<file path="config.mk">
export PLATFORM = sky130hd
export DESIGN_NAME = lane_line_vector_selector_core
export DESIGN_NICKNAME = d
export VERILOG_FILES = /design/src/llvs_pkg.sv /design/src/lane_line_vector_selector_core.sv
export SDC_FILE = /design/constraint.sdc
export NUM_CORES = 1
export LEC_CHECK = 0
export BUFFER_PORTS_ARGS = -buffer_cell sky130_fd_sc_hd__buf_2
export CELL_PAD_IN_SITES_DETAIL_PLACEMENT = 1
export CELL_PAD_IN_SITES_GLOBAL_PLACEMENT = 1
export CORE_ASPECT_RATIO = 0.9
export CORE_MARGIN = 2
export CORE_UTILIZATION = 53
export DETAILED_ROUTE_END_ITERATION = 12
export PLACE_DENSITY_LB_ADDON = 0.1
export SYNTH_ARGS = -nofsm -noshare
export SYNTH_HDL_FRONTEND = slang
export SYNTH_SLANG_ARGS = --single-unit
</file>
<file path="constraint.sdc">
create_clock -name aclk -period 30.6 [get_ports aclk]
set_input_delay 9.18 -clock aclk [delete_from_list [all_inputs] [get_ports aclk]]
set_output_delay 9.18 -clock aclk [all_outputs]
set_load 0.005 [all_outputs]
</file>
<file path="src/llvs_pkg.sv">
// ============================================================================
// Lane line vector selector package
// Shared constants, register indexes and transaction types of the selector.
// ============================================================================
package llvs_pkg;

    localparam int SIDE_CAPACITY = 10;
    localparam int COUNT_W       = $clog2(SIDE_CAPACITY + 1);
    localparam int EDGE_MARGIN_X = 33;
    localparam int EDGE_MARGIN_Y = 13;

    localparam int CFG_INDEX_W = 2;
    localparam int CFG_DATA_W  = 12;

    localparam logic [CFG_INDEX_W-1:0] CFG_FRAME_WIDTH  = 2'd0;
    localparam logic [CFG_INDEX_W-1:0] CFG_FRAME_HEIGHT = 2'd1;
    localparam logic [CFG_INDEX_W-1:0] CFG_MIN_SLOPE    = 2'd2;
    localparam logic [CFG_INDEX_W-1:0] CFG_MIN_LENGTH   = 2'd3;

    localparam logic [7:0]  FRAME_WIDTH_RESET  = 8'd79;
    localparam logic [7:0]  FRAME_HEIGHT_RESET = 8'd52;
    localparam logic [11:0] MIN_SLOPE_RESET    = 12'd93;
    localparam logic [7:0]  MIN_LENGTH_RESET   = 8'd10;

    typedef struct packed {
        logic [7:0] start_x;
        logic [7:0] start_y;
        logic [7:0] end_x;
        logic [7:0] end_y;
        logic       has_segment;
        logic       end_of_frame;
    } seg_in_t;

    typedef struct packed {
        logic       found_left;
        logic [7:0] left_head_x;
        logic       found_right;
        logic [7:0] right_head_x;
        logic       line_seen;
    } lane_out_t;

endpackage

</file>
<file path="src/lane_line_vector_selector_core.sv">
// ============================================================================
// Lane line vector selector core
// Sorts a frame's line segments into left and right track lines, keeps the
// longest per side and reports both head positions at the end of each frame.
// ============================================================================
//
//  Channel   Ports                          Carries
//  -------   ----------------------------   ----------------------------------
//  input     s_valid s_ready s_payload      one segment or frame marker
//  result    m_valid m_ready m_payload      side flags and head x per frame
//  config    cfg_wr_en cfg_index cfg_wdata  frame size, slope, length limits
//
// Each transaction is registered and evaluated combinationally; a frame-end
// transaction writes the result register; one transaction is taken per cycle.
// Only a frame-end transaction waits, when a previous result is still held.
// Reset (aresetn low, synchronous) restores the register defaults and clears
// the frame state and the remembered lines.
module lane_line_vector_selector_core (
    input  logic                                aclk,
    input  logic                                aresetn,
    input  logic                                s_valid,
    output logic                                s_ready,
    input  llvs_pkg::seg_in_t                   s_payload,
    output logic                                m_valid,
    input  logic                                m_ready,
    output llvs_pkg::lane_out_t                 m_payload,
    input  logic                                cfg_wr_en,
    input  logic [llvs_pkg::CFG_INDEX_W-1:0]    cfg_index,
    input  logic [llvs_pkg::CFG_DATA_W-1:0]     cfg_wdata
);

    localparam int CW = llvs_pkg::COUNT_W;

    logic [7:0]  frame_width_reg, frame_height_reg, min_length_reg;
    logic [11:0] min_slope_reg;

    logic              in_valid_reg;
    llvs_pkg::seg_in_t in_data_reg;
    logic                m_valid_reg;
    llvs_pkg::lane_out_t m_payload_reg, m_payload_next;

    logic [16:0]   left_best_reg, right_best_reg, left_best_next, right_best_next;
    logic [7:0]    left_head_reg, right_head_reg, left_head_next, right_head_next;
    logic [CW-1:0] left_count_reg, right_count_reg, left_count_next, right_count_next;
    logic          crossing_reg, crossing_next, any_seen_reg, any_seen_next;
    logic          mem_has_left_reg, mem_has_right_reg;
    logic          mem_has_left_next, mem_has_right_next;
    logic [7:0]    mem_left_x_reg, mem_right_x_reg, mem_left_x_next, mem_right_x_next;

    logic        fire;
    logic [7:0]  adx, ady, lx0, ly0, lx1, ly1, hx;
    logic [16:0] len_sq;
    logic [15:0] min_len_sq;
    logic [19:0] slope_prod, rise_sh;
    logic        noise, flat, edge_drop, go_left, take;
    logic        hl, hr;
    logic [7:0]  lx, rx;

    assign fire    = in_valid_reg && (!in_data_reg.end_of_frame || !m_valid_reg || m_ready);
    assign s_ready = !in_valid_reg || fire;
    assign m_valid   = m_valid_reg;
    assign m_payload = m_payload_reg;

    always_comb begin
        adx = (in_data_reg.end_x >= in_data_reg.start_x) ?
              in_data_reg.end_x - in_data_reg.start_x : in_data_reg.start_x - in_data_reg.end_x;
        ady = (in_data_reg.end_y >= in_data_reg.start_y) ?
              in_data_reg.end_y - in_data_reg.start_y : in_data_reg.start_y - in_data_reg.end_y;
        len_sq     = 17'(16'(adx) * 16'(adx)) + 17'(16'(ady) * 16'(ady));
        min_len_sq = 16'(min_length_reg) * 16'(min_length_reg);
        noise      = len_sq < {1'b0, min_len_sq};

        if (in_data_reg.start_y < in_data_reg.end_y) begin
            lx0 = in_data_reg.end_x;   ly0 = in_data_reg.end_y;
            lx1 = in_data_reg.start_x; ly1 = in_data_reg.start_y;
        end else begin
            lx0 = in_data_reg.start_x; ly0 = in_data_reg.start_y;
            lx1 = in_data_reg.end_x;   ly1 = in_data_reg.end_y;
        end

        slope_prod = 20'(min_slope_reg) * 20'(adx);
        rise_sh    = {4'b0, ady, 8'b0};
        if (adx == 8'd0 && ady == 8'd0) begin
            flat = min_slope_reg != 12'd0;
        end else begin
            flat = rise_sh < slope_prod;
        end

        edge_drop = (({1'b0, lx1} + 9'(llvs_pkg::EDGE_MARGIN_X) > {1'b0, frame_width_reg}) &&
                     ({1'b0, lx0} + 9'(llvs_pkg::EDGE_MARGIN_X) > {1'b0, frame_width_reg})) ||
                    ((lx1 < 8'(llvs_pkg::EDGE_MARGIN_X)) && (lx0 < 8'(llvs_pkg::EDGE_MARGIN_X))) ||
                    ({1'b0, ly1} + 9'(llvs_pkg::EDGE_MARGIN_Y) > {1'b0, frame_height_reg}) ||
                    (ly0 < 8'(llvs_pkg::EDGE_MARGIN_Y));

        hx      = (ly1 < ly0) ? lx1 : lx0;
        go_left = lx0 < {1'b0, frame_width_reg[7:1]};
        take    = in_data_reg.has_segment && !noise && !flat && !edge_drop;

        left_best_next   = left_best_reg;
        left_head_next   = left_head_reg;
        left_count_next  = left_count_reg;
        right_best_next  = right_best_reg;
        right_head_next  = right_head_reg;
        right_count_next = right_count_reg;
        crossing_next    = crossing_reg || (in_data_reg.has_segment && !noise && flat);
        any_seen_next    = any_seen_reg || in_data_reg.has_segment;

        if (take && go_left && left_count_reg < CW'(llvs_pkg::SIDE_CAPACITY)) begin
            if (left_count_reg == '0 || len_sq > left_best_reg) begin
                left_best_next = len_sq;
                left_head_next = hx;
            end
            left_count_next = left_count_reg + CW'(1);
        end
        if (take && !go_left && right_count_reg < CW'(llvs_pkg::SIDE_CAPACITY)) begin
            if (right_count_reg == '0 || len_sq > right_best_reg) begin
                right_best_next = len_sq;
                right_head_next = hx;
            end
            right_count_next = right_count_reg + CW'(1);
        end

        hl = 1'b0; lx = 8'd0; hr = 1'b0; rx = 8'd0;
        mem_has_left_next  = mem_has_left_reg;
        mem_has_right_next = mem_has_right_reg;
        mem_left_x_next    = mem_left_x_reg;
        mem_right_x_next   = mem_right_x_reg;
        if (any_seen_next) begin
            if (left_count_next != '0) begin
                hl = 1'b1;
                lx = left_head_next;
            end
            if (right_count_next != '0) begin
                hr = 1'b1;
                rx = right_head_next;
            end
            if (!hl && !hr && crossing_next) begin
                hl = mem_has_left_reg;  lx = mem_left_x_reg;
                hr = mem_has_right_reg; rx = mem_right_x_reg;
            end
            mem_has_left_next  = hl;
            mem_has_right_next = hr;
            if (hl) begin
                mem_left_x_next = lx;
            end
            if (hr) begin
                mem_right_x_next = rx;
            end
        end

        m_payload_next.found_left   = hl;
        m_payload_next.left_head_x  = lx;
        m_payload_next.found_right  = hr;
        m_payload_next.right_head_x = rx;
        m_payload_next.line_seen    = hl | hr;
    end

    always_ff @(posedge aclk) begin
        if (!aresetn) begin
            frame_width_reg  <= llvs_pkg::FRAME_WIDTH_RESET;
            frame_height_reg <= llvs_pkg::FRAME_HEIGHT_RESET;
            min_slope_reg    <= llvs_pkg::MIN_SLOPE_RESET;
            min_length_reg   <= llvs_pkg::MIN_LENGTH_RESET;
        end else if (cfg_wr_en) begin
            case (cfg_index)
                llvs_pkg::CFG_FRAME_WIDTH:  frame_width_reg  <= cfg_wdata[7:0];
                llvs_pkg::CFG_FRAME_HEIGHT: frame_height_reg <= cfg_wdata[7:0];
                llvs_pkg::CFG_MIN_SLOPE:    min_slope_reg    <= cfg_wdata[11:0];
                llvs_pkg::CFG_MIN_LENGTH:   min_length_reg   <= cfg_wdata[7:0];
                default: ;
            endcase
        end
    end

    always_ff @(posedge aclk) begin
        if (s_valid && s_ready) begin
            in_data_reg <= s_payload;
        end
        if (fire && in_data_reg.end_of_frame) begin
            m_payload_reg <= m_payload_next;
        end
    end

    always_ff @(posedge aclk) begin
        if (!aresetn) begin
            in_valid_reg      <= 1'b0;
            m_valid_reg       <= 1'b0;
            left_best_reg     <= '0;
            left_head_reg     <= '0;
            left_count_reg    <= '0;
            right_best_reg    <= '0;
            right_head_reg    <= '0;
            right_count_reg   <= '0;
            crossing_reg      <= 1'b0;
            any_seen_reg      <= 1'b0;
            mem_has_left_reg  <= 1'b0;
            mem_has_right_reg <= 1'b0;
            mem_left_x_reg    <= '0;
            mem_right_x_reg   <= '0;
        end else begin
            if (s_ready) begin
                in_valid_reg <= s_valid;
            end
            if (fire && in_data_reg.end_of_frame) begin
                m_valid_reg <= 1'b1;
            end else if (m_ready) begin
                m_valid_reg <= 1'b0;
            end
            if (fire) begin
                if (in_data_reg.end_of_frame) begin
                    left_best_reg     <= '0;
                    left_head_reg     <= '0;
                    left_count_reg    <= '0;
                    right_best_reg    <= '0;
                    right_head_reg    <= '0;
                    right_count_reg   <= '0;
                    crossing_reg      <= 1'b0;
                    any_seen_reg      <= 1'b0;
                    mem_has_left_reg  <= mem_has_left_next;
                    mem_has_right_reg <= mem_has_right_next;
                    mem_left_x_reg    <= mem_left_x_next;
                    mem_right_x_reg   <= mem_right_x_next;
                end else begin
                    left_best_reg   <= left_best_next;
                    left_head_reg   <= left_head_next;
                    left_count_reg  <= left_count_next;
                    right_best_reg  <= right_best_next;
                    right_head_reg  <= right_head_next;
                    right_count_reg <= right_count_next;
                    crossing_reg    <= crossing_next;
                    any_seen_reg    <= any_seen_next;
                end
            end
        end
    end

endmodule
</file>
Word level (Yosys, flattened, before mapping)
Cells that the tools add are included.
{ "classes": {"add_sub_neg": 10, "multipliers": 4, "magnitude_cmp": 17, "eq_ne": 3, "n_mux": 42, "n_bitwise": 1, "n_reduce_logical": 57} }
{ "op_table": {"columns": ["operator", "n"], "rows": [
  ["$mux 8", 17],
  ["$mux 17", 6],
  ["$mul 8x8->16", 3],
  ["$gt 17x17->1", 2],
  ["$sub 8x8->8", 4],
  ["$gt 9x8->1", 3],
  ["$lt 16x20->1", 1],
  ["$mul 12x8->20", 1],
  ["$add 8x6->9 const B", 2],
  ["$add 16x16->17", 1],
  ["$lt 17x16->1", 1],
  ["$ge 8x8->1", 2],
  ["$logic_and 1x1->1", 16],
  ["$logic_not 8->1", 2],
  ["$lt 8x6->1 const B", 2],
  ["$lt 8x8->1", 2],
  ["$mux 4", 4],
  ["$mux 1", 15],
  ["$reduce_bool 12->1", 1],
  ["$logic_or 1x1->1", 10],
  ["$reduce_bool 2->1", 5],
  ["$add 8x4->9 const B", 1],
  ["$logic_not 1->1", 9],
  ["$reduce_and 3->1", 3],
  ["other kinds (12)", 21]
]} }
{ "word_totals": {"register_bits": 169, "word_cells": 163} }

Depth between registers and ports, before layout
{ "logic_depth": {"depth_word": 23, "depth_mapped": 44, "ltp_nobuf": 41} }

Least setup slack after synthesis
OpenSTA, ideal clock, no wires.
{ "synth_timing": {"path_kind": "input to output", "startpoint": "in m_ready", "endpoint": "out s_ready", "t_arrival_ns": 9.494, "required_ns": 21.420, "slack_ns": 11.926, "path_stages": 2, "cell_sequence": "nor2b_1 nand3_1"} }
{ "synth_via": {"elab_chain_cells": 3} }
{ "synth_rtl": {"columns": ["element", "line_no", "source"], "rows": [
  ["start, declared", "lane_line_vector_selector_core.sv:25", "input logic m_ready,"],
  ["$logic_or 1x1->1", "lane_line_vector_selector_core.sv:59", "assign fire = in_valid_reg && (!in_data_reg.end_of_frame || !m_valid_reg || m_ready);"],
  ["$logic_and 1x1->1", "lane_line_vector_selector_core.sv:59", null],
  ["$logic_or 1x1->1", "lane_line_vector_selector_core.sv:60", "assign s_ready = !in_valid_reg || fire;"],
  ["end, declared", "lane_line_vector_selector_core.sv:22", "output logic s_ready,"]
]} }
Every way passes these cells.

Worst setup path in the final report
Ends and elaborated chain as after synthesis.

==> flow_summary.yaml <==
synth:
  postSynthRegisterBits: 169
  synthesis.area_um2: 20000
  share_of_the_synthesized_netlist_area_taken_by_xor_and_xnor_gates_pct: 3.32
  synth-edff-count: 53
  combinational_family_with_the_most_area_after_synthesis: "adder cells"
  synthesis.area_per_instance_um2: 8.51
  synthDominantCellAreaShare_pct: 16.5
  seq_area_frac_synth_pct: 19.6
  synth-warning-count: 0
  synthesis.nets: 2814
  syn_inst: 2346
  post_synth_and_or_nand_nor_area_fraction_pct: 17.6
  synth-compound-area-share_pct: 16.2
  synth_flop_cell: "sky130_fd_sc_hd__dfxtp_1"
  post_synth_mux_area_share_pct: 2.28
  yosys-top-cells-area: "sky130_fd_sc_hd__fa_1 17%, sky130_fd_sc_hd__ha_1 16%, sky130_fd_sc_hd__dfxtp_1 12%"
  synth_async_sr_flop_share_pct: 0
  yosys.area_share.adder_pct: 32.2
  synthDistinctLibCells: 93
  synth_top_cell_by_area: "sky130_fd_sc_hd__fa_1"
cells_and_area:
  drive_gt1_share_pct: 7.65
  nets: 2822
  area.sequential_um2: 3910
  largest_register_ff_count: 34
  antenna_cells: 0
  synthToLayoutAreaGrowth_pct: 6.74
  utilization_after_layout_pct: 57.3
  area_taken_by_multi_input_logic_gates_um2: 14400
  filler_cell_count: 4473
timing:
  timing.slew.headroom_pct: 12.9
  post-route-min-period_ps: 19090
  post_route_clock_period_utilization_pct: 62.4
  final-max-slew-violation-count: 0
  worstMarginPinSlew_ps: 1300
  final_number_of_hold_violating_endpoints: 0
  unrepaired_setup_endpoints_after_global_routing: "false"
  final.setup.tns_ps: 0
  clock.fmax_ghz: 0.0524
  setup_violations: 0
  fin_worst_skew_ps: 18.6
floorplan:
  core.rowCount: 67
  chipWidth_um: 209
  floorplan.initialDensity_pct: 53.6
  floorplan.die.height_um: 188
  floorplan.io_pins: 74
  core_region_area_um2: 37200
  floorplan.die_area_um2: 39200
cts:
  cts-root-buf: "sky130_fd_sc_hd__clkbuf_16"
  clkSinkCount: 169
  clkSlewWorstSetupHoldPaths_ps: 70
  insertion_delay_ps: 460
  cts-hold-fix-buffers: 0
  cts_post_setup_buffers_inserted: 0
  ctsResizeCount: 0
  cts_buffer_depth: 2
  cts_inserted_buffers: 17
  tritoncts: "yes"
  htreeDepth: 4
drt:
  detailedRoute.firstPassIterationCount: 7
  ant_nets: 0
  detail_route.wl_per_cell_um: 20.5
  first_iter_violations: 1043
  drc_violation_count_after_routing: 0
  routed_via_density: 6.01
  route.vias.total: 17100
  routed_wl_mm: 58.5
grt:
  grt_antenna_before_repair: 0
  first_global_vias: 18500
  grt_pass1_wl_mm: 96.4
  globalRouteTotalUtil_pct: 30.6
  grt-ovfl-total: 0
  pin_count_of_the_biggest_net_entering_global_routing: 75
worst_setup_path:
  setup.worst_path.start_class: "input port"
  worstPathMaxFanout: 4
  timing.critical_path.cells: "buf_2 > nor2b_1 > nand3_1 > buf_2"
  crit_path_category: "input port to primary output"
  critical_path_s_most_frequent_cell: "sky130_fd_sc_hd__buf_2"
  cp_data_arrival_time_ps: 9910
  timing.critical_path.slowest_cell_delay_ps: 310
  worstSetupEndpointType: "primary output"
  slowest_library_cell_on_the_worst_path: "sky130_fd_sc_hd__nor2b_1"
  cp.required_ps: 21420
placed_design:
  io_buffer_count: 73
  routabilityCongestion: 0.919
  post-dp-hpwl_mm: 45.5
outcome:
  run_status: "complete, no violations"
hold_path:
  hold_path.class: "register to register"
run:
  drv_cap: 0
[critical path, delay by kind of cell]
kind                   cells  cell delay, ps
AND/OR/NAND/NOR            2             470
buffers and inverters      2             250
[per-stage QoR]
| step | setup slack, ps | std cells | hold slack, ps | instance area (um^2) |
|---|---|---|---|---|
| 2_1_floorplan | 11930 | 2346 | 432 | 20000 |
| 3_3_place_gp | 11560 | 2818 | 436 | 20700 |
| 3_5_place_dp | 11520 | 2818 | 448 | 20700 |
| 4_1_cts | 11520 | 2850 | 457 | 21300 |
| 5_1_grt | 11400 | 2850 | 470 | 21300 |
| 6_report | 11510 | 2850 | 455 | 21300 |
[cell usage after synthesis (21+ instances only)]
| cell type | n |
|---|---|
| sky130_fd_sc_hd__o21ai_0 | 120 |
| sky130_fd_sc_hd__mux2i_1 | 41 |
| sky130_fd_sc_hd__inv_1 | 343 |
| sky130_fd_sc_hd__a32oi_1 | 31 |
| sky130_fd_sc_hd__dfxtp_1 | 116 |
| sky130_fd_sc_hd__nor2_1 | 117 |
| sky130_fd_sc_hd__clkbuf_1 | 77 |
| sky130_fd_sc_hd__nor3_1 | 21 |
| sky130_fd_sc_hd__xnor2_1 | 47 |
| sky130_fd_sc_hd__nor4_1 | 32 |
| sky130_fd_sc_hd__fa_1 | 165 |
| sky130_fd_sc_hd__xor2_1 | 25 |
| sky130_fd_sc_hd__and2_1 | 73 |
| sky130_fd_sc_hd__ha_1 | 250 |
| sky130_fd_sc_hd__o211ai_1 | 25 |
| sky130_fd_sc_hd__nor2b_1 | 26 |
| sky130_fd_sc_hd__nand2_1 | 245 |
| sky130_fd_sc_hd__nand3_1 | 48 |
| sky130_fd_sc_hd__edfxtp_1 | 53 |
| sky130_fd_sc_hd__nand4_1 | 38 |
| sky130_fd_sc_hd__a21oi_1 | 145 |
| sky130_fd_sc_hd__a21o_1 | 34 |
[per-layer routing]
metal	share of wire [%]	global-route usage (%)
met5	0	0
met4	2.8	9.67
met3	3.9	3.67
met2	48	52.2
met1	45	40.5
[worst paths after layout]
kind                         start               end  slack (ps)  cells after the start
setup / recovery           m_ready           s_ready       11510                      4
hold / removal    left_head_reg[5]  left_head_reg[5]         460                      2
setup reg to reg   in_data_reg[10]     m_payload[17]       17480                     41
hold reg to reg   left_head_reg[5]  left_head_reg[5]         460                      2
[kinds of logic (layout without fill, tap and decap cells)]
logic type,after synthesis,after routing
and+or+nand+nor,700,700
AOI/OAI and AO/OA,490,490
buffers and inverters,453,474
adders and majority gates,415,415
DFF,169,169
xor gates and xnor gates,74,74
muxes,45,45
[area by class of cell]
type / count / area share [%]
clock buffer: 17 / 2.00
clock inverter: 15 / 0.840
inverter: 347 / 6.11
sequential: 169 / 18.4
timing repair buffer: 95 / 2.49
multi-input combinational: 1724 / 67.4
tap: 483 / 2.84
[placed cells by master (no fill, tap or decap), drive strengths merged, types with 12 or more instances in the layout]
cell type and instances:
inv 356, ha 250, nand2 245, fa 165, a21oi 146, o21ai 122
nor2 119, dfxtp 116, buf 95, and2 73, edfxtp 53, xnor2 49
nand3 48, mux2i 41, nand4 39, nor4 36, a21o 34, a32oi 32
nor2b 26, o211ai 25, xor2 25, nor3 24, nor3b 19, and3 18
or2 18, clkbuf 17, o21a 14, a31oi 12
Power is left out: the tool's default activity adds up to more than one toggle a clock period on the data nets, which glitch-free logic cannot reach.
